[config.mk]
export PLATFORM = sky130hd
export DESIGN_NAME = bracket_balance_checker_core
export DESIGN_NICKNAME = d
export VERILOG_FILES = /design/src/hw/rtl/bbc_pkg.sv /design/src/hw/rtl/bbc_front.sv /design/src/hw/rtl/bbc_back.sv /design/src/hw/rtl/bracket_balance_checker_core.sv
export VERILOG_INCLUDE_DIRS = /design/src /design/src/hw/rtl
export SDC_FILE = /design/constraint.sdc
export NUM_CORES = 1
export LEC_CHECK = 0
export ABC_AREA = 1
export BUFFER_PORTS_ARGS = -buffer_cell sky130_fd_sc_hd__buf_2
export CAP_MARGIN = 20
export CORE_UTILIZATION = 50
export CTS_BUF_LIST = sky130_fd_sc_hd__clkbuf_8 sky130_fd_sc_hd__clkbuf_16
export DETAILED_ROUTE_END_ITERATION = 8
export PLACE_DENSITY = 0.64
export RECOVER_POWER = 25
export SLEW_MARGIN = 10
export SYNTH_ARGS = -nofsm -noshare
export SYNTH_HDL_FRONTEND = slang
export SYNTH_SLANG_ARGS = --single-unit
export TNS_END_PERCENT = 20
[constraint.sdc]
create_clock -name clk -period 2.9 [get_ports clk]
set_input_delay 0.435 -clock clk [delete_from_list [all_inputs] [get_ports clk]]
set_output_delay 0.435 -clock clk [all_outputs]
set_load 0.05 [all_outputs]
[src/hw/rtl/bracket_balance_checker_core_defines.svh]
// Assertion macros for the bracket balance checker.
// Used by the top level; depends on nothing else.
`ifndef BRACKET_BALANCE_CHECKER_CORE_DEFINES_SVH
`define BRACKET_BALANCE_CHECKER_CORE_DEFINES_SVH

// Same-cycle implication, disabled while reset is asserted.
`define BBC_ASSERT_SAME(label, clk, rst_n, ante, cons) \
    label: assert property (@(posedge clk) disable iff (!rst_n) (ante) |-> (cons)) \
        else $error("bracket checker assertion failed");

// Next-cycle implication, disabled while reset is asserted.
`define BBC_ASSERT_NEXT(label, clk, rst_n, ante, cons) \
    label: assert property (@(posedge clk) disable iff (!rst_n) (ante) |=> (cons)) \
        else $error("bracket checker assertion failed");

`endif

[src/hw/rtl/bbc_pkg.sv]
// Shared types and constants of the bracket balance checker.
// Used by bbc_front, bbc_back and the top level; depends on nothing.
package bbc_pkg;

    localparam int STACK_DEPTH = 64;
    localparam int STACK_AW    = $clog2(STACK_DEPTH);
    localparam int DEPTH_W     = $clog2(STACK_DEPTH + 1);
    localparam int QUEUE_DEPTH = 2;
    localparam int QUEUE_AW    = $clog2(QUEUE_DEPTH);
    localparam int QUEUE_CW    = $clog2(QUEUE_DEPTH + 1);

    localparam logic [7:0] CH_OPEN_ROUND   = 8'h28;
    localparam logic [7:0] CH_OPEN_CURLY   = 8'h7B;
    localparam logic [7:0] CH_OPEN_SQUARE  = 8'h5B;
    localparam logic [7:0] CH_CLOSE_ROUND  = 8'h29;
    localparam logic [7:0] CH_CLOSE_CURLY  = 8'h7D;
    localparam logic [7:0] CH_CLOSE_SQUARE = 8'h5D;

    typedef enum logic [2:0] {
        ERR_NONE        = 3'd0,
        ERR_CLOSE_EMPTY = 3'd1,
        ERR_MISMATCH    = 3'd2,
        ERR_UNCLOSED    = 3'd3,
        ERR_OVERFLOW    = 3'd4
    } err_t;

    typedef enum logic [1:0] {
        KIND_ROUND  = 2'd0,
        KIND_CURLY  = 2'd1,
        KIND_SQUARE = 2'd2,
        KIND_NONE   = 2'd3
    } kind_t;

    typedef enum logic [1:0] {
        OP_IGNORE = 2'd0,
        OP_PUSH   = 2'd1,
        OP_POP    = 2'd2
    } op_code_t;

    // One classified character as it travels through the queue.
    typedef struct packed {
        op_code_t op;
        kind_t    kind;
        logic     last;
    } op_t;

endpackage

[src/hw/rtl/bbc_front.sv]
// Front part: accepts characters, classifies them and queues the operations.
// Depends on bbc_pkg.
module bbc_front (
    input  logic         clk,
    input  logic         rst_n,
    input  logic         char_valid,
    output logic         char_stall,
    input  logic [7:0]   char_code,
    input  logic         end_of_string,
    output logic         q_valid,
    output bbc_pkg::op_t q_item,
    input  logic         q_pop
);
    import bbc_pkg::*;

    op_t                 entry_reg [QUEUE_DEPTH];
    logic [QUEUE_AW-1:0] wr_ptr_reg, wr_ptr_next;
    logic [QUEUE_AW-1:0] rd_ptr_reg, rd_ptr_next;
    logic [QUEUE_CW-1:0] count_reg, count_next;
    op_t                 classified;
    logic                push;

    // Map the character to an operation and bracket kind.
    always_comb
    begin
        classified.last = end_of_string;
        unique case (char_code)
            CH_OPEN_ROUND:   begin classified.op = OP_PUSH;   classified.kind = KIND_ROUND;  end
            CH_OPEN_CURLY:   begin classified.op = OP_PUSH;   classified.kind = KIND_CURLY;  end
            CH_OPEN_SQUARE:  begin classified.op = OP_PUSH;   classified.kind = KIND_SQUARE; end
            CH_CLOSE_ROUND:  begin classified.op = OP_POP;    classified.kind = KIND_ROUND;  end
            CH_CLOSE_CURLY:  begin classified.op = OP_POP;    classified.kind = KIND_CURLY;  end
            CH_CLOSE_SQUARE: begin classified.op = OP_POP;    classified.kind = KIND_SQUARE; end
            default:         begin classified.op = OP_IGNORE; classified.kind = KIND_NONE;   end
        endcase
    end

    assign char_stall = (count_reg == QUEUE_CW'(QUEUE_DEPTH));
    assign push       = char_valid && !char_stall;
    assign q_valid    = (count_reg != '0);
    assign q_item     = entry_reg[rd_ptr_reg];

    always_comb
    begin
        wr_ptr_next = wr_ptr_reg;
        rd_ptr_next = rd_ptr_reg;
        count_next  = count_reg;
        if (push)
        begin
            wr_ptr_next = (wr_ptr_reg == QUEUE_AW'(QUEUE_DEPTH - 1)) ? '0 : wr_ptr_reg + 1'b1;
        end
        if (q_pop)
        begin
            rd_ptr_next = (rd_ptr_reg == QUEUE_AW'(QUEUE_DEPTH - 1)) ? '0 : rd_ptr_reg + 1'b1;
        end
        if (push && !q_pop)
        begin
            count_next = count_reg + 1'b1;
        end
        else if (q_pop && !push)
        begin
            count_next = count_reg - 1'b1;
        end
    end

    always_ff @(posedge clk or negedge rst_n)
    begin
        if (!rst_n)
        begin
            wr_ptr_reg <= '0;
            rd_ptr_reg <= '0;
            count_reg  <= '0;
        end
        else
        begin
            wr_ptr_reg <= wr_ptr_next;
            rd_ptr_reg <= rd_ptr_next;
            count_reg  <= count_next;
        end
    end

    always_ff @(posedge clk)
    begin
        if (push)
        begin
            entry_reg[wr_ptr_reg] <= classified;
        end
    end

endmodule

[src/hw/rtl/bbc_back.sv]
// Back part: runs the bracket stack and produces one registered result per item.
// Depends on bbc_pkg.
module bbc_back (
    input  logic         clk,
    input  logic         rst_n,
    input  logic         q_valid,
    input  bbc_pkg::op_t q_item,
    output logic         q_pop,
    output logic         result_valid,
    input  logic         result_stall,
    output logic         verdict_ready,
    output logic         sequence_valid,
    output logic [2:0]   error_kind
);
    import bbc_pkg::*;

    kind_t                kind_mem [STACK_DEPTH];
    kind_t                top_reg;
    kind_t                below_reg;
    logic [DEPTH_W-1:0]   depth_reg, depth_next, depth_after;
    err_t                 err_reg, err_next, err_after;
    logic                 out_valid_reg, out_valid_next;
    logic                 verdict_reg, seq_ok_reg;
    err_t                 kind_out_reg;
    logic                 do_push, do_pop;
    logic [STACK_AW-1:0]  wr_addr, rd_addr;

    // The top of the stack and the entry under it live in registers, so a pop
    // compares at once and refills the entry under the top from the memory.
    assign q_pop   = q_valid && (!out_valid_reg || !result_stall);
    assign wr_addr = depth_reg[STACK_AW-1:0];
    assign rd_addr = depth_reg[STACK_AW-1:0] - STACK_AW'(3);

    always_comb
    begin
        do_push     = 1'b0;
        do_pop      = 1'b0;
        depth_after = depth_reg;
        err_after   = err_reg;
        if (err_reg == ERR_NONE)
        begin
            case (q_item.op)
                OP_PUSH:
                begin
                    if (depth_reg == DEPTH_W'(STACK_DEPTH))
                    begin
                        err_after = ERR_OVERFLOW;
                    end
                    else
                    begin
                        do_push     = q_pop;
                        depth_after = depth_reg + 1'b1;
                    end
                end
                OP_POP:
                begin
                    if (depth_reg == '0)
                    begin
                        err_after = ERR_CLOSE_EMPTY;
                    end
                    else
                    begin
                        do_pop      = q_pop;
                        depth_after = depth_reg - 1'b1;
                        if (top_reg != q_item.kind)
                        begin
                            err_after = ERR_MISMATCH;
                        end
                    end
                end
                default:
                begin
                end
            endcase
        end
        if (q_item.last && err_after == ERR_NONE && depth_after != '0)
        begin
            err_after = ERR_UNCLOSED;
        end
        depth_next = q_item.last ? '0 : depth_after;
        err_next   = q_item.last ? ERR_NONE : err_after;
    end

    always_comb
    begin
        if (q_pop)
        begin
            out_valid_next = 1'b1;
        end
        else
        begin
            out_valid_next = out_valid_reg && result_stall;
        end
    end

    always_ff @(posedge clk or negedge rst_n)
    begin
        if (!rst_n)
        begin
            depth_reg     <= '0;
            err_reg       <= ERR_NONE;
            out_valid_reg <= 1'b0;
        end
        else
        begin
            out_valid_reg <= out_valid_next;
            if (q_pop)
            begin
                depth_reg <= depth_next;
                err_reg   <= err_next;
            end
        end
    end

    always_ff @(posedge clk)
    begin
        if (do_push)
        begin
            kind_mem[wr_addr] <= q_item.kind;
            top_reg           <= q_item.kind;
            below_reg         <= top_reg;
        end
        else if (do_pop)
        begin
            top_reg   <= below_reg;
            below_reg <= kind_mem[rd_addr];
        end
        if (q_pop)
        begin
            verdict_reg  <= q_item.last;
            seq_ok_reg   <= q_item.last && (err_after == ERR_NONE);
            kind_out_reg <= q_item.last ? err_after : ERR_NONE;
        end
    end

    assign result_valid   = out_valid_reg;
    assign verdict_ready  = verdict_reg;
    assign sequence_valid = seq_ok_reg;
    assign error_kind     = kind_out_reg;

endmodule

[src/hw/rtl/bracket_balance_checker_core.sv]
// Top level of the bracket balance checker: front, queue and back joined.
// Depends on bbc_pkg, bbc_front, bbc_back and the assertion macro header.
//
//   channel   direction  handshake                    payload
//   char      in         char_valid / char_stall      char_code, end_of_string
//   result    out        result_valid / result_stall  verdict_ready, sequence_valid,
//                                                     error_kind
//
// One item is taken per cycle while char_stall is low; each item gives exactly one result
// item: the item is first written into the queue, and the back loads the result
// register from the queue head when it takes the item.
// The rate is set by the single stack update per cycle.
// Reset clears the stack depth, the sticky error, the queue and the result valid flag.
// A stalled result fills the queue; char_stall rises only once both entries are full.
`include "bracket_balance_checker_core_defines.svh"

module bracket_balance_checker_core (
    input  logic       clk,
    input  logic       rst_n,
    input  logic       char_valid,
    output logic       char_stall,
    input  logic [7:0] char_code,
    input  logic       end_of_string,
    output logic       result_valid,
    input  logic       result_stall,
    output logic       verdict_ready,
    output logic       sequence_valid,
    output logic [2:0] error_kind
);
    import bbc_pkg::*;

    // Queue head handed from the front to the back.
    logic q_valid;
    op_t  q_item;
    logic q_pop;

    // The front classifies each character into push, pop or ignore and keeps
    // it in a short queue, so input and output stalls are decoupled.
    bbc_front u_front (
        .clk           (clk),
        .rst_n         (rst_n),
        .char_valid    (char_valid),
        .char_stall    (char_stall),
        .char_code     (char_code),
        .end_of_string (end_of_string),
        .q_valid       (q_valid),
        .q_item        (q_item),
        .q_pop         (q_pop)
    );

    // The back holds the bracket stack and the sticky first error and
    // registers one result for every item it takes from the queue.
    bbc_back u_back (
        .clk            (clk),
        .rst_n          (rst_n),
        .q_valid        (q_valid),
        .q_item         (q_item),
        .q_pop          (q_pop),
        .result_valid   (result_valid),
        .result_stall   (result_stall),
        .verdict_ready  (verdict_ready),
        .sequence_valid (sequence_valid),
        .error_kind     (error_kind)
    );

    // The back never takes from an empty queue.
    `BBC_ASSERT_SAME(a_pop_needs_item, clk, rst_n, q_pop, q_valid)
    // An accepted item is in the queue on the next cycle.
    `BBC_ASSERT_NEXT(a_accept_fills, clk, rst_n, char_valid && !char_stall, q_valid)
    // A balanced verdict carries no error code.
    `BBC_ASSERT_SAME(a_ok_no_error, clk, rst_n, result_valid && sequence_valid,
        verdict_ready && error_kind == ERR_NONE)
    // Results of characters that do not end a string are all zero.
    `BBC_ASSERT_SAME(a_mid_zero, clk, rst_n, result_valid && !verdict_ready,
        !sequence_valid && error_kind == ERR_NONE)

endmodule
-- Yosys cells after proc, flatten, opt, wreduce, memory -nomap -nowiden
Memories as Yosys holds them, arrays and structs flattened.
Cells that the tools add are included.
- flip-flop bits (word level): 24
- bits in latches: 0
- memory bits (writable): 138
- memory bits (read-only): 0
- output and inout port bits: 7
- word-level logic and storage cells: 85
- memories: 2
- memory list (name ; depth ; width ; read ports ; clocked after memory_dff ; wr ports ; RTL line ; RTL):
    u_back.kind_mem ; 64 ; 2 ; 1 ; 0 ; 1 ; bbc_back.sv:17 ; kind_t kind_mem [STACK_DEPTH];
    u_front.entry_reg ; 2 ; 5 ; 1 ; 0 ; 1 ; bbc_front.sv:16 ; op_t entry_reg [QUEUE_DEPTH];
- add/sub/neg operators: 7
- multipliers: 0
- divide/modulo/power cells: 0
- $lt $le $gt $ge: 0
- equal/unequal tests: 11
- shift operators: 0
- mux-type cells: 32
- bitwise logic cells: 0
- reductions and logical operators: 22
- operators by type and width (cell ; count):
    equality test 8 x 7 -> 1 bit, second input constant ; 4
    two-way mux 7 bit ; 4
    case mux 4 bit (6 select lines) ; 1
    two-way mux 3 bit ; 6
    equality test 8 x 6 -> 1 bit, second input constant ; 2
    case mux 7 bit (2 select lines) ; 1
    two-way mux 1 bit ; 13
    two-way mux 2 bit ; 6
    zero test 3 bit ; 3
    logical AND 1 bit ; 8
    adder 7 x 1 -> 7 bit, second input constant ; 1
    equality test 7 bit, second input constant ; 1
    zero test 7 bit ; 1
    nonzero test 7 bit ; 1
    subtractor 7 x 1 -> 7 bit, second input constant ; 1
    case mux 3 bit (2 select lines) ; 1
    nonzero test 2 bit ; 3
    subtractor 6 x 2 -> 6 bit, second input constant ; 1
    zero test 1 bit ; 5
    equality test 2 bit, second input constant ; 2
    adder 1 bit, second input constant ; 2
    adder 2 x 1 -> 2 bit, second input constant ; 1
    equality test 2 x 1 -> 1 bit, second input constant ; 1
    != test 2 bit ; 1
    2 further kinds ; 2

-- Longest topological paths before layout
An unclocked memory read counts as a cell.
- depth in word-level cells: 12
- gate-level depth with buffers: 18

-- Modules after synthesis
From an unflattened synthesis, not the netlist that was laid out.
- cell total of the unflattened synthesis: 763
- area total of the unflattened synthesis: 7698.6 µm²
- modules (own cells, without submodules) (module ; times used ; cells an instance ; area an instance (µm²) ; seq. area each (µm²)):
    bbc_back ; 1 ; 685 ; 6977.9 ; 4389.2
    bbc_front ; 1 ; 78 ; 720.7 ; 400.4

-- Worst setup path before layout
OpenSTA, ideal clock, no wires.
- path kind: register to register
- start point: reg u_front.rd_ptr_reg
- end point: reg u_back.kind_out_reg[0], in the netlist u_back.error_kind[0], data pin
- setup time: 0.150 ns
- data arrival time: 2.130 ns
- data required time: 2.750 ns
- setup slack: 0.620 ns
- stages on the path, launching flop included: 11
- cells stage by stage: dfrtp_1 inv_2 nand2_1 nand2_1 xor2_1 or2_1 nand3_1 nand2_1 nor2_1 nand2_2 a21oi_1
- RTL lines (element ; RTL line ; RTL):
    start: declaration ; bbc_front.sv:18 ; logic [QUEUE_AW-1:0] rd_ptr_reg, rd_ptr_next;
    start signal: assignment ; bbc_front.sv:77 ; rd_ptr_reg <= rd_ptr_next;
    end signal: assignment ; bbc_back.sv:132 ; kind_out_reg <= q_item.last ? err_after : ERR_NONE;
    end: declaration ; bbc_back.sv:24 ; err_t kind_out_reg;

-- Worst setup path after layout
- start point: reg u_front.rd_ptr_reg
- end point: mem u_back.kind_mem[16][1] (netlist name), enable pin
- word-level cells in the longest chain between the ends: 6
- RTL lines (element ; RTL line ; RTL):
    memory (2 x 5 bit) ; -- ;
    equality test 2 x 1 -> 1 bit ; bbc_back.sv:42 ; case (q_item.op)
    two-way mux 1 bit ; bbc_back.sv:42 ;
    two-way mux 1 bit ; bbc_back.sv:40 ; if (err_reg == ERR_NONE)
    two-way mux 1 bit ; bbc_back.sv:117 ; if (do_push)
    two-way mux 1 bit (not written as such) ; bbc_back.sv:119 ; kind_mem[wr_addr] <= q_item.kind;
    end: declaration ; bbc_back.sv:17 ;
No other way between the ends.

==> flow_metrics.tcl <==
set metrics [dict create \
    arrival_ns 2.80 \
    grt_max_degree 65 \
    avgSynthCellArea_um2 10.5 \
    syn_nets 750 \
    wl_um 17600 \
    grt_pass1_vias 5503 \
    gp_congestion 0.912 \
    fp-row-count 44 \
    crit_path_end_kind "flop" \
    async_flop_share 0.0926 \
    required_ns 3.02 \
    finalCriticalPeriod_ns 2.69 \
    cts.htree.levels 4 \
    start_util 0.519 \
    leakage_nw 3.02 \
    nets 772 \
    drive_gt1_frac 0.134 \
    grt_pass1_wl_um 28300 \
    core-area_um2 14800 \
    rsz0062_at_grt "no" \
    report.final.slew_viol_count 0 \
    netlist_area_um2 7660 \
    io_buffers 19 \
    ys_ff_latch 162 \
    drtAntennaViolNets 0 \
    powerDensity_nw_per_um2 1110 \
    timing.final.crit_share 0.927 \
    grt_overflow_total 0 \
    largest_reg_flops 128 \
    cts-root-buf "clkbuf_16" \
    post_drt_wl_per_cell_um 18.5 \
    clock_path_buffers 2 \
    synth_cells 732 \
    critical-path-max-stage-delay_ns 0.44 \
    peakVddDrop_uv 640 \
    synth_cell_types 45 \
    cts_resized 0 \
    setup_viol 0 \
    yosysSeqAreaShare 0.625 \
    hold_violations 0 \
    fin_tns_setup_ns 0 \
    ys_warn_count 0 \
    tightest_slew_ns 1.25 \
    area_growth_pct 10.7 \
    drt-initial-drc-count 399 \
    antenna_found_initial 0 \
    critPathLaunchType "flop" \
    critical_path_class "flop to flop" \
    cts_tree "yes" \
    clk_pin_slew_ns 0.06 \
    dp_hpwl_um 11900 \
    fmax_mhz 372 \
    cts_made_buffers 17 \
    chipWidth_um 126 \
    boundaryPins 20 \
    num_vias 5470 \
    cts_sinks 162 \
    viasPerCell 5.75 \
    die_area_um2 15800 \
    drv_cap 0 \
    path_cells "inv_2 > or2_2 > o21ai_0 > ha_1 > nand2_2 > nor3_2 > inv_2 > nor2_8 > nand2_2 > nor2_1" \
    diodes 0 \
    dp.cells 918 \
    outcome "finished, final reports clean" \
    insertion_delay_ns 0.43 \
    track_usage 0.238 \
    slew_headroom 0.164 \
    final_cells 951 \
    clock_skew_ns 0.00596 \
    hp-class "primary input to flop" \
    die_height_um 126 \
    synth-edff-count 147 \
    slowest_stage "dfrtp_1" \
    synth-main-ff-cell "edfxtp_1" \
    worstPathMaxFanout 8 \
    drtPass1Iterations 5 \
    drc 0 \
]
critical path, delay by kind of cell, from the launching register on:
kind | cells | cell delay (ns)
AND/OR/NAND/NOR | 6 | 1.22
flip-flops | 1 | 0.44
adder cells (fa/ha/maj) | 1 | 0.37
buffers and inverters | 2 | 0.23
AO/OA/AOI/OAI | 1 | 0.11
path summary, 6_finish.rpt:
path,start,to,slack (ns),cells after the start
setup reg to reg,u_front.rd_ptr_reg,u_back.kind_mem[16][1],0.21,10
hold / removal,end_of_string,u_front.entry_reg[1][0],0.19,1
min in group asynchronous,rst_n,u_front.wr_ptr_reg,0.63,2
setup / recovery,u_front.rd_ptr_reg,u_back.kind_mem[16][1],0.21,10
hold reg to reg,u_back.result_valid,u_back.result_valid,0.52,2
max in group asynchronous,rst_n,u_back.depth_reg[0],1.66,2
Yosys cell counts, types with 7 or more instances:
cell | n | area, um^2
inv_2 | 9 | 33.8
edfxtp_1 | 147 | 4410
nand2_1 | 61 | 229
buf_2 | 11 | 55.1
inv_1 | 34 | 128
nand3_1 | 64 | 320
o21ai_0 | 71 | 355
clkbuf_1 | 9 | 33.8
a21oi_1 | 7 | 35.0
nand2_2 | 12 | 75.1
nor2_1 | 183 | 687
dfrtp_1 | 15 | 375
buf_4 | 7 | 52.6
o211ai_1 | 32 | 240
power by group:
group	switching [W]	total (W)	internal (W)	leakage, nW
registers	0.000131	0.00323	0.00309	1.51
logic	0.00287	0.00400	0.00113	1.23
clock network	0.000902	0.00216	0.00126	0.281
total	0.00391	0.00939	0.00548	3.02
final cells by class:
type,instances,area (um^2)
fillers,1305,6270
clock inverters,15,145
well taps,184,230
repair buffers,35,203
clock buffers,17,425
flip-flops and latches,162,4790
multi-input cells,491,2500
inverters,47,189
placed cells by master, fill, tap and decap left out, types with 3 or more instances in the layout:
| cell type | instances |
|---|---|
| ha_1 | 5 |
| buf_4 | 13 |
| nor2_1 | 183 |
| clkbuf_16 | 17 |
| nand4_1 | 5 |
| nand3_4 | 3 |
| inv_2 | 8 |
| a21oi_1 | 7 |
| o21ai_0 | 72 |
| xor2_1 | 6 |
| nor3_1 | 3 |
| nand2_2 | 12 |
| edfxtp_1 | 147 |
| or2_2 | 3 |
| clkinv_2 | 4 |
| clkinvlp_4 | 3 |
| clkinv_4 | 3 |
| clkbuf_1 | 8 |
| o22ai_1 | 5 |
| dfrtp_1 | 14 |
| buf_2 | 12 |
| nand2_1 | 61 |
| o211ai_1 | 32 |
| inv_1 | 37 |
| nor2_2 | 6 |
| nand3_1 | 64 |
cells by family (layout without fill, tap and decap cells):
family,after synthesis,after routing,share of synthesized area
AND/OR/NAND/NOR,354,354,0.210
flip-flops,162,162,0.625
AO/OA/AOI/OAI,123,123,0.0947
buffers and inverters,79,114,0.0485
XOR/XNOR,9,9,0.0137
adder cells (fa/ha/maj),5,5,0.00816
metal layers:
layer  GRT usage  share of wire
met5           0              0
met2       0.390           0.49
met1       0.304           0.42
met4       0.112          0.027
met3      0.0518          0.063
what timing repair did:
action                                 CTS  global route
setup endpoints to repair                0             0
endpoints found under the hold margin   15             0
hold buffers                             1             0
buffers inserted                         0             0
stage by stage:
step	worst slack (ns)	util	power, W	hold WS (ns)	area (um^2)
floorplan	0.620	-	0.00622	0.139	7660
global placement	0.346	0.537	0.00721	0.357	7920
detailed placement	0.247	0.537	0.00729	0.362	7920
CTS	0.230	0.576	0.00945	0.179	8500
global route	0.0123	0.575	0.00999	0.185	8480
finish	0.213	0.575	0.00939	0.192	8480
No activity file was read; power rests on OpenSTA's default activity.
